## src/hdl/mcc_pkg.sv

```systemverilog
// ----------------------------------------------------------------------------
// mcc_pkg
// Shared widths, register indexes, types and rounding helpers for the
// magnetometer calibration datapath.
// ----------------------------------------------------------------------------
`default_nettype none

package mcc_pkg;

    localparam int MAG_W     = 24;
    localparam int SCL_W     = 16;
    localparam int ANG_W     = 16;
    localparam int SKEW_W    = 48;
    localparam int CFG_W     = 48;
    localparam int CFG_IDX_W = 3;

    localparam int FRAC_SHIFT = 14;
    localparam int DIFF_W     = MAG_W + 1;
    localparam int DIV_NUM_W  = DIFF_W + FRAC_SHIFT;
    localparam int DIV_STEPS  = DIV_NUM_W;
    localparam int QMAG_W     = MAG_W + 1;
    localparam int QUO_W      = QMAG_W + 1;
    localparam int PROD_W     = ANG_W + MAG_W;
    localparam int ACC_W      = PROD_W + 2;
    localparam int RND_W      = ACC_W - 15;
    localparam int SUM_W      = 28;

    localparam logic [SCL_W-1:0] SCALE_ONE = SCL_W'(16384);
    localparam logic signed [MAG_W-1:0] CAL_MAX = 24'sh7FFFFF;
    localparam logic signed [MAG_W-1:0] CAL_MIN = -24'sh800000;

    typedef enum logic [CFG_IDX_W-1:0] {
        REG_SCALE_X = 3'd0,
        REG_SCALE_Y = 3'd1,
        REG_SCALE_Z = 3'd2,
        REG_BIAS_X  = 3'd3,
        REG_BIAS_Y  = 3'd4,
        REG_BIAS_Z  = 3'd5,
        REG_SKEW    = 3'd6
    } t_reg_idx;

    typedef struct packed {
        logic x;
        logic y;
        logic z;
    } t_zero_ctl;

    typedef struct packed {
        logic signed [ANG_W-1:0] lam;
        logic signed [ANG_W-1:0] phi;
        logic signed [ANG_W-1:0] rho;
    } t_skew;

    // v / 2^15, nearest, ties away from zero
    function automatic logic signed [RND_W-1:0] rnd15(input logic signed [ACC_W-1:0] v);
        logic [ACC_W-1:0] mag;
        logic [ACC_W-1:0] q;
        mag = v[ACC_W-1] ? ACC_W'(-v) : ACC_W'(v);
        q   = (mag + ACC_W'(16384)) >> 15;
        return v[ACC_W-1] ? -$signed(q[RND_W-1:0]) : $signed(q[RND_W-1:0]);
    endfunction

    // clip bit on top, value below
    function automatic logic [MAG_W:0] sat24(input logic signed [SUM_W-1:0] v);
        if (v > SUM_W'(CAL_MAX)) begin
            return {1'b1, CAL_MAX};
        end else if (v < SUM_W'(CAL_MIN)) begin
            return {1'b1, CAL_MIN};
        end
        return {1'b0, v[MAG_W-1:0]};
    endfunction

endpackage

`default_nettype wire

```

## src/hdl/mcc_div.sv

```systemverilog
// ----------------------------------------------------------------------------
// mcc_div
// One axis: bias removal and pipelined restoring division of the offset
// magnitude (scaled by 2^14, half divisor added for rounding) by the scale.
// One quotient bit per stage.
// ----------------------------------------------------------------------------
`default_nettype none

module mcc_div (
    input  wire logic                                  i_clk,
    input  wire logic                                  i_en,
    input  wire logic signed [mcc_pkg::MAG_W-1:0]      i_mag,
    input  wire logic signed [mcc_pkg::MAG_W-1:0]      i_bias,
    input  wire logic        [mcc_pkg::SCL_W-1:0]      i_scale,
    output logic signed      [mcc_pkg::QUO_W-1:0]      o_quot,
    output logic                                       o_neg
);
    import mcc_pkg::*;

    logic [SCL_W-1:0]     r_rem [0:DIV_STEPS];
    logic [DIV_NUM_W-1:0] r_num [0:DIV_STEPS];
    logic                 r_neg [0:DIV_STEPS];

    logic signed [DIFF_W-1:0] diff;
    logic        [DIFF_W-1:0] dmag;
    logic    [DIV_NUM_W-1:0]  num0;
    logic         [QMAG_W-1:0] qmag;
    logic     [DIV_NUM_W-1:0] quo;

    always_comb begin
        diff = {i_mag[MAG_W-1], i_mag} - {i_bias[MAG_W-1], i_bias};
        dmag = diff[DIFF_W-1] ? DIFF_W'(-diff) : DIFF_W'(diff);
        num0 = {dmag, FRAC_SHIFT'(0)} + DIV_NUM_W'(i_scale >> 1);
    end

    always_ff @(posedge i_clk) begin
        if (i_en) begin
            r_rem[0] <= '0;
            r_num[0] <= num0;
            r_neg[0] <= diff[DIFF_W-1];
        end
    end

    for (genvar k = 0; k < DIV_STEPS; k++) begin : g_step
        logic [SCL_W:0] w_trial;
        logic           w_ge;
        always_comb begin
            w_trial = {r_rem[k], r_num[k][DIV_NUM_W-1]};
            w_ge    = w_trial >= {1'b0, i_scale};
        end
        always_ff @(posedge i_clk) begin
            if (i_en) begin
                r_rem[k+1] <= w_ge ? SCL_W'(w_trial - {1'b0, i_scale}) : w_trial[SCL_W-1:0];
                r_num[k+1] <= {r_num[k][DIV_NUM_W-2:0], w_ge};
                r_neg[k+1] <= r_neg[k];
            end
        end
    end

    // large quotients only need to stay large enough to saturate downstream
    always_comb begin
        quo  = r_num[DIV_STEPS];
        qmag = (|quo[DIV_NUM_W-1:QMAG_W]) ? {QMAG_W{1'b1}} : quo[QMAG_W-1:0];
        o_quot = r_neg[DIV_STEPS] ? -$signed({1'b0, qmag}) : $signed({1'b0, qmag});
        o_neg  = r_neg[DIV_STEPS];
    end

endmodule

`default_nettype wire

```

## config.mk

```make
export PLATFORM = sky130hd
export DESIGN_NAME = mcc_div
export DESIGN_NICKNAME = d
export VERILOG_FILES = /design/src/hdl/mcc_pkg.sv /design/src/hdl/mcc_div.sv
export SDC_FILE = /design/constraint.sdc
export NUM_CORES = 2
export LEC_CHECK = 0
export ABC_AREA = 1
export BUFFER_PORTS_ARGS = -buffer_cell sky130_fd_sc_hd__buf_2
export CAP_MARGIN = 40
export CELL_PAD_IN_SITES_DETAIL_PLACEMENT = 2
export CELL_PAD_IN_SITES_GLOBAL_PLACEMENT = 2
export CORE_MARGIN = 2
export CORE_UTILIZATION = 42
export DETAILED_ROUTE_END_ITERATION = 8
export PLACE_DENSITY = 0.83
export SLEW_MARGIN = 20
export SYNTH_ARGS = -nofsm -noshare
export SYNTH_HDL_FRONTEND = slang
export SYNTH_SLANG_ARGS = --single-unit
```

## constraint.sdc

```tcl
create_clock -name i_clk -period 4.8 [get_ports i_clk]
set_input_delay 0.96 -clock i_clk [delete_from_list [all_inputs] [get_ports i_clk]]
set_output_delay 0.96 -clock i_clk [all_outputs]
set_load 0.01 [all_outputs]
```

==> results.md <==
- Asr flop ratio synth: 0%
- Setup violators final: 0
- Vias in the first global route: 81.9k
- CP required: 3840 ps
- Routed wire length: 383000 um
- Slowest CP cell: edfxtp_1
- Lkg Pwr: 44.1 nW
- Cell area after synthesis: 0.101 mm2
- Synthesized flop and latch total: 2208
- Die H: 495 um
- H-tree Lvls: 4
- Final Max Tran Viols: 0
- Antenna viol nets, final: 0
- Most frequent cell on the critical path: nand2_2
- RSZ-0062 raised after global routing: yes
- Post-DP HPWL: 244000 um
- Max Root-Sink Buffers: 3
- Post-route minimum period: 4760 ps
- Power Dens Cells: 686 mW/mm2
- CP cell instances: or2_4, nor4_4, nand2_2, buf_6, nor2_4, ha_4, nand3b_1, nor2_2, nand2_2, nor2_2, nand2_2, o21ai_4, nand2_2, nor2_4, xor2_1, buf_2
- Detailed-route DRC error count: 0
- Share of layout cells above drive strength 1: 8.02%
- TritonCTS clock tree: yes
- Post-synthesis sequential area ratio: 65.5%
- Top cell type's share of synthesized area: 65.5%
- Clock transition at path regs: 60 ps
- Initial antenna violation count: 13
- Most common cell in the synthesized netlist: edfxtp_1
- Post-synth top cells: 2208 x edfxtp_1, 1240 x nand2_1, 1021 x a21oi_1
- TritonCTS Buffers: 237
- Die width: 495 um
- Core box area: 0.240 mm2
- DR vias: 71.7k
- Synthesized area per cell: 12.3 um2
- I/O Buffers: 92
- Crit share post-route: 99.1%
- Hold Vio Cnt, Final: 0
- Fin nets: 9372
- DR pass1 iterations: 5
- Num ports: 93
- CP max stage delay: 360 ps
- Worst-skew pair later-pin latency: 930 ps
- Overflow after GRT: 0
- Worst slack, placed: -255 ps
- Max Fclk: 210 MHz
- Number of synthesized flops with an enable pin: 2208
- Total GRT Usage: 30.9%
- Predominant post-synthesis flop cell: edfxtp_1
- Yosys warns: 0
- Final setup margin: 41.8 ps
- Distinct cells, synth: 53
- Routability Congestion: 0.853
- DRT iter0 DRCs: 6168
- Dominant cell type by area after synthesis: edfxtp_1
- Status: finished, final reports clean
- HP Class: in2reg
- CP max FO: 5
- Clock skew: 80.7 ps
- CP startpoint kind: register
- Die Footprint: 0.245 mm2
- Vias/cell: 5.96
- MaxCap Viol Count: 0
- WP buf/inv: 2
- Top cells by area, synth: edfxtp_1 65%, ha_1 7.9%, a21oi_1 5.0%
- Layout fillers: 23.5k
- Dpl cell area: 0.107 mm2
- Worst Tran Pin Value: 1170 ps
- Utilization after layout: 47.9%
- Wire length per cell: 31.8 um
- Rel. slew slack: 22.1%
- Clock sinks: 2208
- Syn_nets: 8995
- CTS root buffer: clkbuf_16
- Area Overhead vs Synth: 13.6%
- CP Class: reg2out
- CP top delay family: simple AND/OR/NAND/NOR gates
- CP endpoint kind: output pin
- Final instance area: 0.115 mm2
- Crit path arrival time: 3800 ps
- Cells after Synth: 8253
- Starting Density: 42.2%
- Hold-fix buffer count after cts: 0
- Global-route wire length before repair: 559000 um
- Pin count of the biggest net entering global routing: 196
- # rows: 180
- Worst VDD drop: 0.450 mV
## cell usage in the layout, fill, tap and decap left out, types with 24 or more instances in the layout
cell,synthesis,final
nor4_1,44,43
buf_12,1,46
a21oi_1,1021,1021
nand3_1,197,195
buf_4,2,117
a221oi_1,33,33
a31oi_1,35,35
buf_2,10,93
nand2_1,1240,1232
inv_1,537,522
nor3_1,75,75
nor2_1,948,929
clkbuf_16,0,240
o2111ai_1,29,29
fa_1,38,38
a311oi_1,28,28
xnor2_1,272,272
clkbuf_1,107,67
nand2_2,19,25
a21o_1,48,48
o21ai_0,319,317
ha_1,638,637
clkinv_1,0,59
edfxtp_1,2208,2208
or2_2,24,24
clkinv_2,0,34
nand4_1,30,30
xor2_1,226,225
## final timing paths
check,slack (ps),start,to,depth (start not counted)
worst max-delay path,40,r_num[4][311],o_quot[24],16
worst min-delay path,230,i_scale[13],r_num[0][12],1
worst max register to register,570,r_rem[0][33],r_rem[0][57],15
worst min register to register,360,r_num[4][74],r_num[4][114],0
## metrics by stage
stage,std cells,hold slack [ps],TNS [ps],power (mW)
2_1_floorplan,8253,400,0,46.1
3_3_place_gp,11560,400,0,52.7
3_5_place_dp,11564,405,-2720,57.0
4_1_cts,12019,163,-29.6,78.4
5_1_grt,12022,211,-770,81.7
6_report,12023,234,0,78.9
## power by group
group	leakage (nW)	switching, mW	internal (mW)
logic	18.9	20.5	9.59
registers	21.5	3.15	26.7
clock network	3.71	8.53	10.3
## logic make-up after synthesis
kind of cell	synth area share [%]
compound gates	8.57
xor+xnor	4.31
fa+ha+maj	8.63
buf+inv	2.50
flops	65.5
simple gates	10.5
## cell type report
class                      instances  area, um2  share of cell area (%)
multi-input combinational       5380      32600                    28.4
antenna                            2       5.00                 0.00435
clock buffer                     307       6260                    5.44
inverter                         543       2040                    1.77
clock inverter                   138       1420                    1.24
tap                             3185       3990                    3.47
timing repair buffer             260       2360                    2.06
sequential                      2208      66300                    57.7
## sequential cells by signal, summed over array words and instances, names as in the netlist
register,cells
r_num,1560
r_rem,608
r_neg,40
## what timing repair did
| action | 4_1_cts | 5_1_grt |
|---|---|---|
| gates resized for setup | 34 | 24 |
| endpoints found under the setup margin | 16 | 13 |
| setup buffers | 9 | 1 |
| cloned | 1 | 0 |
| hold endpoints to repair | 0 | 0 |
| pin swaps | 8 | 10 |
## metal layers
metal,routed length (um),vias to the layer above,track usage [%]
li1,-,30502,-
met1,131000,36406,32.2
met2,197000,3189,55.9
met3,21100,1548,5.18
met4,32600,12,22.7
met5,92,-,0
No activity file was read; power rests on OpenSTA's default activity.
