## src/hdl/mcc_pkg.sv

```systemverilog
// ----------------------------------------------------------------------------
// mcc_pkg
// Shared widths, register indexes, types and rounding helpers for the
// magnetometer calibration datapath.
// ----------------------------------------------------------------------------
`default_nettype none

package mcc_pkg;

    localparam int MAG_W     = 24;
    localparam int SCL_W     = 16;
    localparam int ANG_W     = 16;
    localparam int SKEW_W    = 48;
    localparam int CFG_W     = 48;
    localparam int CFG_IDX_W = 3;

    localparam int FRAC_SHIFT = 14;
    localparam int DIFF_W     = MAG_W + 1;
    localparam int DIV_NUM_W  = DIFF_W + FRAC_SHIFT;
    localparam int DIV_STEPS  = DIV_NUM_W;
    localparam int QMAG_W     = MAG_W + 1;
    localparam int QUO_W      = QMAG_W + 1;
    localparam int PROD_W     = ANG_W + MAG_W;
    localparam int ACC_W      = PROD_W + 2;
    localparam int RND_W      = ACC_W - 15;
    localparam int SUM_W      = 28;

    localparam logic [SCL_W-1:0] SCALE_ONE = SCL_W'(16384);
    localparam logic signed [MAG_W-1:0] CAL_MAX = 24'sh7FFFFF;
    localparam logic signed [MAG_W-1:0] CAL_MIN = -24'sh800000;

    typedef enum logic [CFG_IDX_W-1:0] {
        REG_SCALE_X = 3'd0,
        REG_SCALE_Y = 3'd1,
        REG_SCALE_Z = 3'd2,
        REG_BIAS_X  = 3'd3,
        REG_BIAS_Y  = 3'd4,
        REG_BIAS_Z  = 3'd5,
        REG_SKEW    = 3'd6
    } t_reg_idx;

    typedef struct packed {
        logic x;
        logic y;
        logic z;
    } t_zero_ctl;

    typedef struct packed {
        logic signed [ANG_W-1:0] lam;
        logic signed [ANG_W-1:0] phi;
        logic signed [ANG_W-1:0] rho;
    } t_skew;

    // v / 2^15, nearest, ties away from zero
    function automatic logic signed [RND_W-1:0] rnd15(input logic signed [ACC_W-1:0] v);
        logic [ACC_W-1:0] mag;
        logic [ACC_W-1:0] q;
        mag = v[ACC_W-1] ? ACC_W'(-v) : ACC_W'(v);
        q   = (mag + ACC_W'(16384)) >> 15;
        return v[ACC_W-1] ? -$signed(q[RND_W-1:0]) : $signed(q[RND_W-1:0]);
    endfunction

    // clip bit on top, value below
    function automatic logic [MAG_W:0] sat24(input logic signed [SUM_W-1:0] v);
        if (v > SUM_W'(CAL_MAX)) begin
            return {1'b1, CAL_MAX};
        end else if (v < SUM_W'(CAL_MIN)) begin
            return {1'b1, CAL_MIN};
        end
        return {1'b0, v[MAG_W-1:0]};
    endfunction

endpackage

`default_nettype wire

```

## src/hdl/mcc_skew.sv

```systemverilog
// ----------------------------------------------------------------------------
// mcc_skew
// Non-orthogonality stages: saturate x, remove rho*x from y, then
// lam*x + phi*y from z. Products are registered before rounding.
// ----------------------------------------------------------------------------
`default_nettype none

module mcc_skew (
    input  wire logic                                 i_clk,
    input  wire logic                                 i_rst_n,
    input  wire logic                                 i_en,
    input  wire logic                                 i_valid,
    input  wire logic signed [mcc_pkg::QUO_W-1:0]     i_qx,
    input  wire logic signed [mcc_pkg::QUO_W-1:0]     i_qy,
    input  wire logic signed [mcc_pkg::QUO_W-1:0]     i_qz,
    input  wire mcc_pkg::t_zero_ctl                   i_neg,
    input  wire mcc_pkg::t_zero_ctl                   i_zero,
    input  wire mcc_pkg::t_skew                       i_skew,
    output logic                                      o_valid,
    output logic signed [mcc_pkg::MAG_W-1:0]          o_cx,
    output logic signed [mcc_pkg::MAG_W-1:0]          o_cy,
    output logic signed [mcc_pkg::MAG_W-1:0]          o_cz,
    output logic                                      o_clip
);
    import mcc_pkg::*;

    logic r1_vld, r2_vld, r3_vld, r4_vld, r5_vld;
    logic r1_clip, r2_clip, r3_clip, r4_clip, r5_clip;
    logic r1_ny, r2_ny, r1_nz, r2_nz, r3_nz, r4_nz;
    logic signed [MAG_W-1:0]  r1_cx, r2_cx, r3_cx, r4_cx, r3_cy, r4_cy;
    logic signed [MAG_W-1:0]  r5_cx, r5_cy, r5_cz;
    logic signed [QUO_W-1:0]  r1_qy, r2_qy, r1_qz, r2_qz, r3_qz, r4_qz;
    logic signed [PROD_W-1:0] r2_py, r4_pl, r4_pp;

    logic [MAG_W:0]            n1_x, n3_y, n5_z;
    logic signed [ACC_W-1:0]   acc_z;

    always_comb begin
        n1_x = sat24(SUM_W'(i_qx));
        if (i_zero.x) begin
            n1_x = {1'b1, i_neg.x ? CAL_MIN : CAL_MAX};
        end
        n3_y = sat24(SUM_W'(r2_qy) - SUM_W'(rnd15(ACC_W'(r2_py))));
        if (i_zero.y) begin
            n3_y = {1'b1, r2_ny ? CAL_MIN : CAL_MAX};
        end
        acc_z = ACC_W'(r4_pl) + ACC_W'(r4_pp);
        n5_z  = sat24(SUM_W'(r4_qz) - SUM_W'(rnd15(acc_z)));
        if (i_zero.z) begin
            n5_z = {1'b1, r4_nz ? CAL_MIN : CAL_MAX};
        end
    end

    always_ff @(posedge i_clk) begin
        if (!i_rst_n) begin
            r1_vld <= 1'b0;
            r2_vld <= 1'b0;
            r3_vld <= 1'b0;
            r4_vld <= 1'b0;
            r5_vld <= 1'b0;
        end else if (i_en) begin
            r1_vld <= i_valid;
            r2_vld <= r1_vld;
            r3_vld <= r2_vld;
            r4_vld <= r3_vld;
            r5_vld <= r4_vld;
        end
    end

    always_ff @(posedge i_clk) begin
        if (i_en) begin
            r1_cx   <= n1_x[MAG_W-1:0];
            r1_clip <= n1_x[MAG_W];
            r1_qy   <= i_qy;
            r1_qz   <= i_qz;
            r1_ny   <= i_neg.y;
            r1_nz   <= i_neg.z;

            r2_py   <= i_skew.rho * r1_cx;
            r2_cx   <= r1_cx;
            r2_qy   <= r1_qy;
            r2_qz   <= r1_qz;
            r2_ny   <= r1_ny;
            r2_nz   <= r1_nz;
            r2_clip <= r1_clip;

            r3_cx   <= r2_cx;
            r3_cy   <= n3_y[MAG_W-1:0];
            r3_clip <= r2_clip | n3_y[MAG_W];
            r3_qz   <= r2_qz;
            r3_nz   <= r2_nz;

            r4_pl   <= i_skew.lam * r3_cx;
            r4_pp   <= i_skew.phi * r3_cy;
            r4_cx   <= r3_cx;
            r4_cy   <= r3_cy;
            r4_qz   <= r3_qz;
            r4_nz   <= r3_nz;
            r4_clip <= r3_clip;

            r5_cx   <= r4_cx;
            r5_cy   <= r4_cy;
            r5_cz   <= n5_z[MAG_W-1:0];
            r5_clip <= r4_clip | n5_z[MAG_W];
        end
    end

    assign o_valid = r5_vld;
    assign o_cx    = r5_cx;
    assign o_cy    = r5_cy;
    assign o_cz    = r5_cz;
    assign o_clip  = r5_clip;

endmodule

`default_nettype wire

```

## config.mk

```make
export PLATFORM = sky130hd
export DESIGN_NAME = mcc_skew
export DESIGN_NICKNAME = d
export VERILOG_FILES = /design/src/hdl/mcc_pkg.sv /design/src/hdl/mcc_skew.sv
export SDC_FILE = /design/constraint.sdc
export NUM_CORES = 2
export LEC_CHECK = 0
export BUFFER_PORTS_ARGS = -buffer_cell sky130_fd_sc_hd__buf_2
export CAP_MARGIN = 20
export CORE_MARGIN = 4
export CORE_UTILIZATION = 30
export CTS_CLUSTER_SIZE = 24
export DETAILED_ROUTE_END_ITERATION = 10
export REMOVE_ABC_BUFFERS = 1
export SYNTH_ARGS = -nofsm -noshare
export SYNTH_HDL_FRONTEND = slang
export SYNTH_SLANG_ARGS = --single-unit
```

## constraint.sdc

```tcl
create_clock -name i_clk -period 11.31 [get_ports i_clk]
set_clock_uncertainty 0.15 [all_clocks]
set_input_delay 1.6965 -clock i_clk [delete_from_list [all_inputs] [get_ports i_clk]]
set_output_delay 1.6965 -clock i_clk [all_outputs]
set_load 0.005 [all_outputs]
```

==> results_dict.tcl <==
set metrics [dict create \
    tns_ns 0 \
    min_period_ns 10.07 \
    synth-seq-cells 508 \
    ant_nets 0 \
    post-route-period-util_pct 89.03 \
    synth_top_cell_by_area "fa_1" \
    grt_overflow 0 \
    cts_tree "done" \
    synthSimpleGateAreaFrac_pct 14.46 \
    cts_resized 0 \
    synthTopCellsByArea "fa_1 (34%), edfxtp_1 (23%), ha_1 (7.5%)" \
    ys_seq_area_share_pct 23.27 \
    fmax_mhz 99.32 \
    cp_data_arrival_time_ns 10.36 \
    cts_sinks 508 \
    dieArea_mm2 0.2253 \
    cap_viol_max_count 0 \
    grt_max_degree 129 \
    vias 45280 \
    hold_path.class "register to register" \
    crit_fanout 40 \
    drc 0 \
    worstReg2RegStart "r4_pl[11]" \
    synth.distinct_cells 97 \
    cp-start-kind "register" \
    wl_per_cell_um 17.37 \
    synth_area_mm2 0.06534 \
    worstSetupPathType "register to register" \
    vias_per_cell 4.768 \
    cp.required_ns 11.60 \
    drt_wl_total_um 165000 \
    core-area_mm2 0.2170 \
    cts_setup_buffers 0 \
    holdBufCountCts 0 \
    cts.htree.levels 3 \
    first_iter_violations 2955 \
    yosysWarnings 0 \
    synth_top_family_by_area "adder cells" \
    gr-usage-all-layers_pct 14.98 \
    clock_path_buffers 3 \
    synth_adder_area_share_pct 42.00 \
    ys_dominant_reg_cell "edfxtp_1" \
    clk_root_buffer_cell "clkbuf_16" \
    synthMuxAreaShare_pct 0.3504 \
    path_delay_family "compound AO/OA/AOI/OAI gates" \
    cp_num_buf_inv 1 \
    slowest_delay_ns 0.77 \
    die_w_um 474.7 \
    holdCritStartpoint "r4_cx[10]" \
    async_flop_share_pct 0 \
    syn_area_per_cell_um2 10.08 \
    synthCells 6484 \
    drive_gt1_share_pct 6.584 \
    nNetsFinal 8237 \
    synth_top_area_share_pct 34.47 \
    synth_common_cells "inv_1 (1234), fa_1 (1125), nand2_1 (838)" \
    cts_buffers 67 \
    cts.clk_slew.worst_paths_ns 0.08 \
    synth_edf_count 503 \
    seqCellArea_mm2 0.01520 \
    worstSkewPairLatency_ns 0.71 \
    initial_core_util_pct 30.12 \
    place_hpwl_um 128400 \
    antenna_found_initial 10 \
    yosysMostFrequentCell "inv_1" \
    hold_violations 0 \
    grt_pass1_vias 48710 \
    synth_xor_area_share_pct 4.222 \
    setup_viol 0 \
    fillers 22110 \
    multiInputGateArea_mm2 0.04459 \
    place_congestion 0.8887 \
    grt_setup_unrepaired "false" \
    dr.pass1.iters 6 \
    ios 210 \
    slew_violations 0 \
    crit_path_top_delay_cell "o41ai_1" \
    syn_to_final_growth_pct 9.700 \
    worst_pin_slew_ns 1.122 \
    relSlewSlack_pct 25.22 \
    synth-compound-area-share_pct 7.194 \
    startpoint "r4_pl[11]" \
    outcome "completed" \
    core.rowCount 171 \
    port_buffers 209 \
    die_height_um 474.7 \
    grt_pass1_wl_um 267500 \
    end_kind "register" \
]
## worst register-to-register path, delay by kind of cell, from the launching register on
family          cells  cell delay, ns
compound gates     18            4.87
simple gates        6            1.82
fa+ha+maj           4            1.39
xor+xnor            5            0.84
flops               1            0.38
buf+inv             1            0.36
## kinds of logic (layout without fill, tap and decap cells)
| group | Yosys count | after routing |
|---|---|---|
| mux | 22 | 22 |
| other cells | 0 | 6 |
| compound gates | 717 | 717 |
| buf+inv | 1472 | 1625 |
| simple gates | 1931 | 1931 |
| flops | 508 | 508 |
| xor+xnor | 315 | 315 |
| fa+ha+maj | 1519 | 1519 |
## sequential cells by signal, indices dropped and copies added (netlist names), 26 cells and up
register,count
r2_py,40
r4_pl,40
r4_pp,40
r1_qy,26
r1_qz,26
r2_qy,26
r2_qz,26
r3_qz,26
r4_qz,26
## cell type report
class / instances / area share (%)
tap: 2854 / 4.982
multi-input combinational: 4504 / 62.20
clock buffer: 77 / 2.451
inverter: 1236 / 6.472
sequential: 508 / 21.21
timing repair buffer: 267 / 2.098
antenna: 6 / 0.02095
clock inverter: 45 / 0.5638
## through the flow
| stage | cells | worst slack, ns | hold slack (ns) | util, % | cell area (um^2) |
|---|---|---|---|---|---|
| finish | 9497 | 1.241 | 0.2465 | 33.04 | 71680 |
| floorplan | 6248 | 2.271 | 0.2503 | - | 64430 |
| global route | 9492 | 0.4104 | 0.2669 | 33.03 | 71670 |
| detailed placement | 9369 | 1.316 | 0.2545 | 32.04 | 69510 |
| CTS | 9491 | 1.289 | 0.2428 | 33.03 | 71670 |
| global placement | 9369 | 1.518 | 0.2503 | 32.04 | 69510 |
## routing by layer
| metal | up-vias | routed length (um) | GRT usage [%] |
|---|---|---|---|
| li1 | 20650 | - | - |
| met1 | 23070 | 71290 | 19.75 |
| met2 | 1299 | 77530 | 24.82 |
| met3 | 260 | 10420 | 2.852 |
| met4 | 4 | 5706 | 4.805 |
| met5 | - | 27 | 0 |
## worst paths after layout
path              depth (start not counted)        to  slack, ns
setup / recovery                         34    o_clip       1.24
hold / removal                            0  o_cx[10]       0.25
setup reg to reg                         34    o_clip       1.24
hold reg to reg                           0  o_cx[10]       0.25
## cells in the final DEF (no fill, tap or decap), types with 15 or more instances in the layout
| master | count |
|---|---|
| a211oi_1 | 21 |
| nand2_1 | 838 |
| nand4_1 | 22 |
| and3_1 | 35 |
| edfxtp_1 | 503 |
| buf_2 | 208 |
| inv_1 | 1234 |
| mux2i_1 | 15 |
| a21oi_1 | 170 |
| nor3_1 | 69 |
| a21o_1 | 71 |
| nor2_1 | 219 |
| o21a_1 | 32 |
| xnor2_1 | 233 |
| fa_1 | 1125 |
| and2_1 | 437 |
| nand3_1 | 67 |
| clkbuf_16 | 69 |
| o21ai_0 | 183 |
| clkinv_1 | 15 |
| nand2b_1 | 101 |
| nor2b_1 | 28 |
| or3_1 | 30 |
| a31oi_1 | 30 |
| buf_4 | 57 |
| o21bai_1 | 23 |
| o211ai_1 | 20 |
| ha_1 | 392 |
| xor2_1 | 82 |
Power is not shown: default switching activity piles up to over one toggle a cycle in this logic, so the estimate is an artifact.
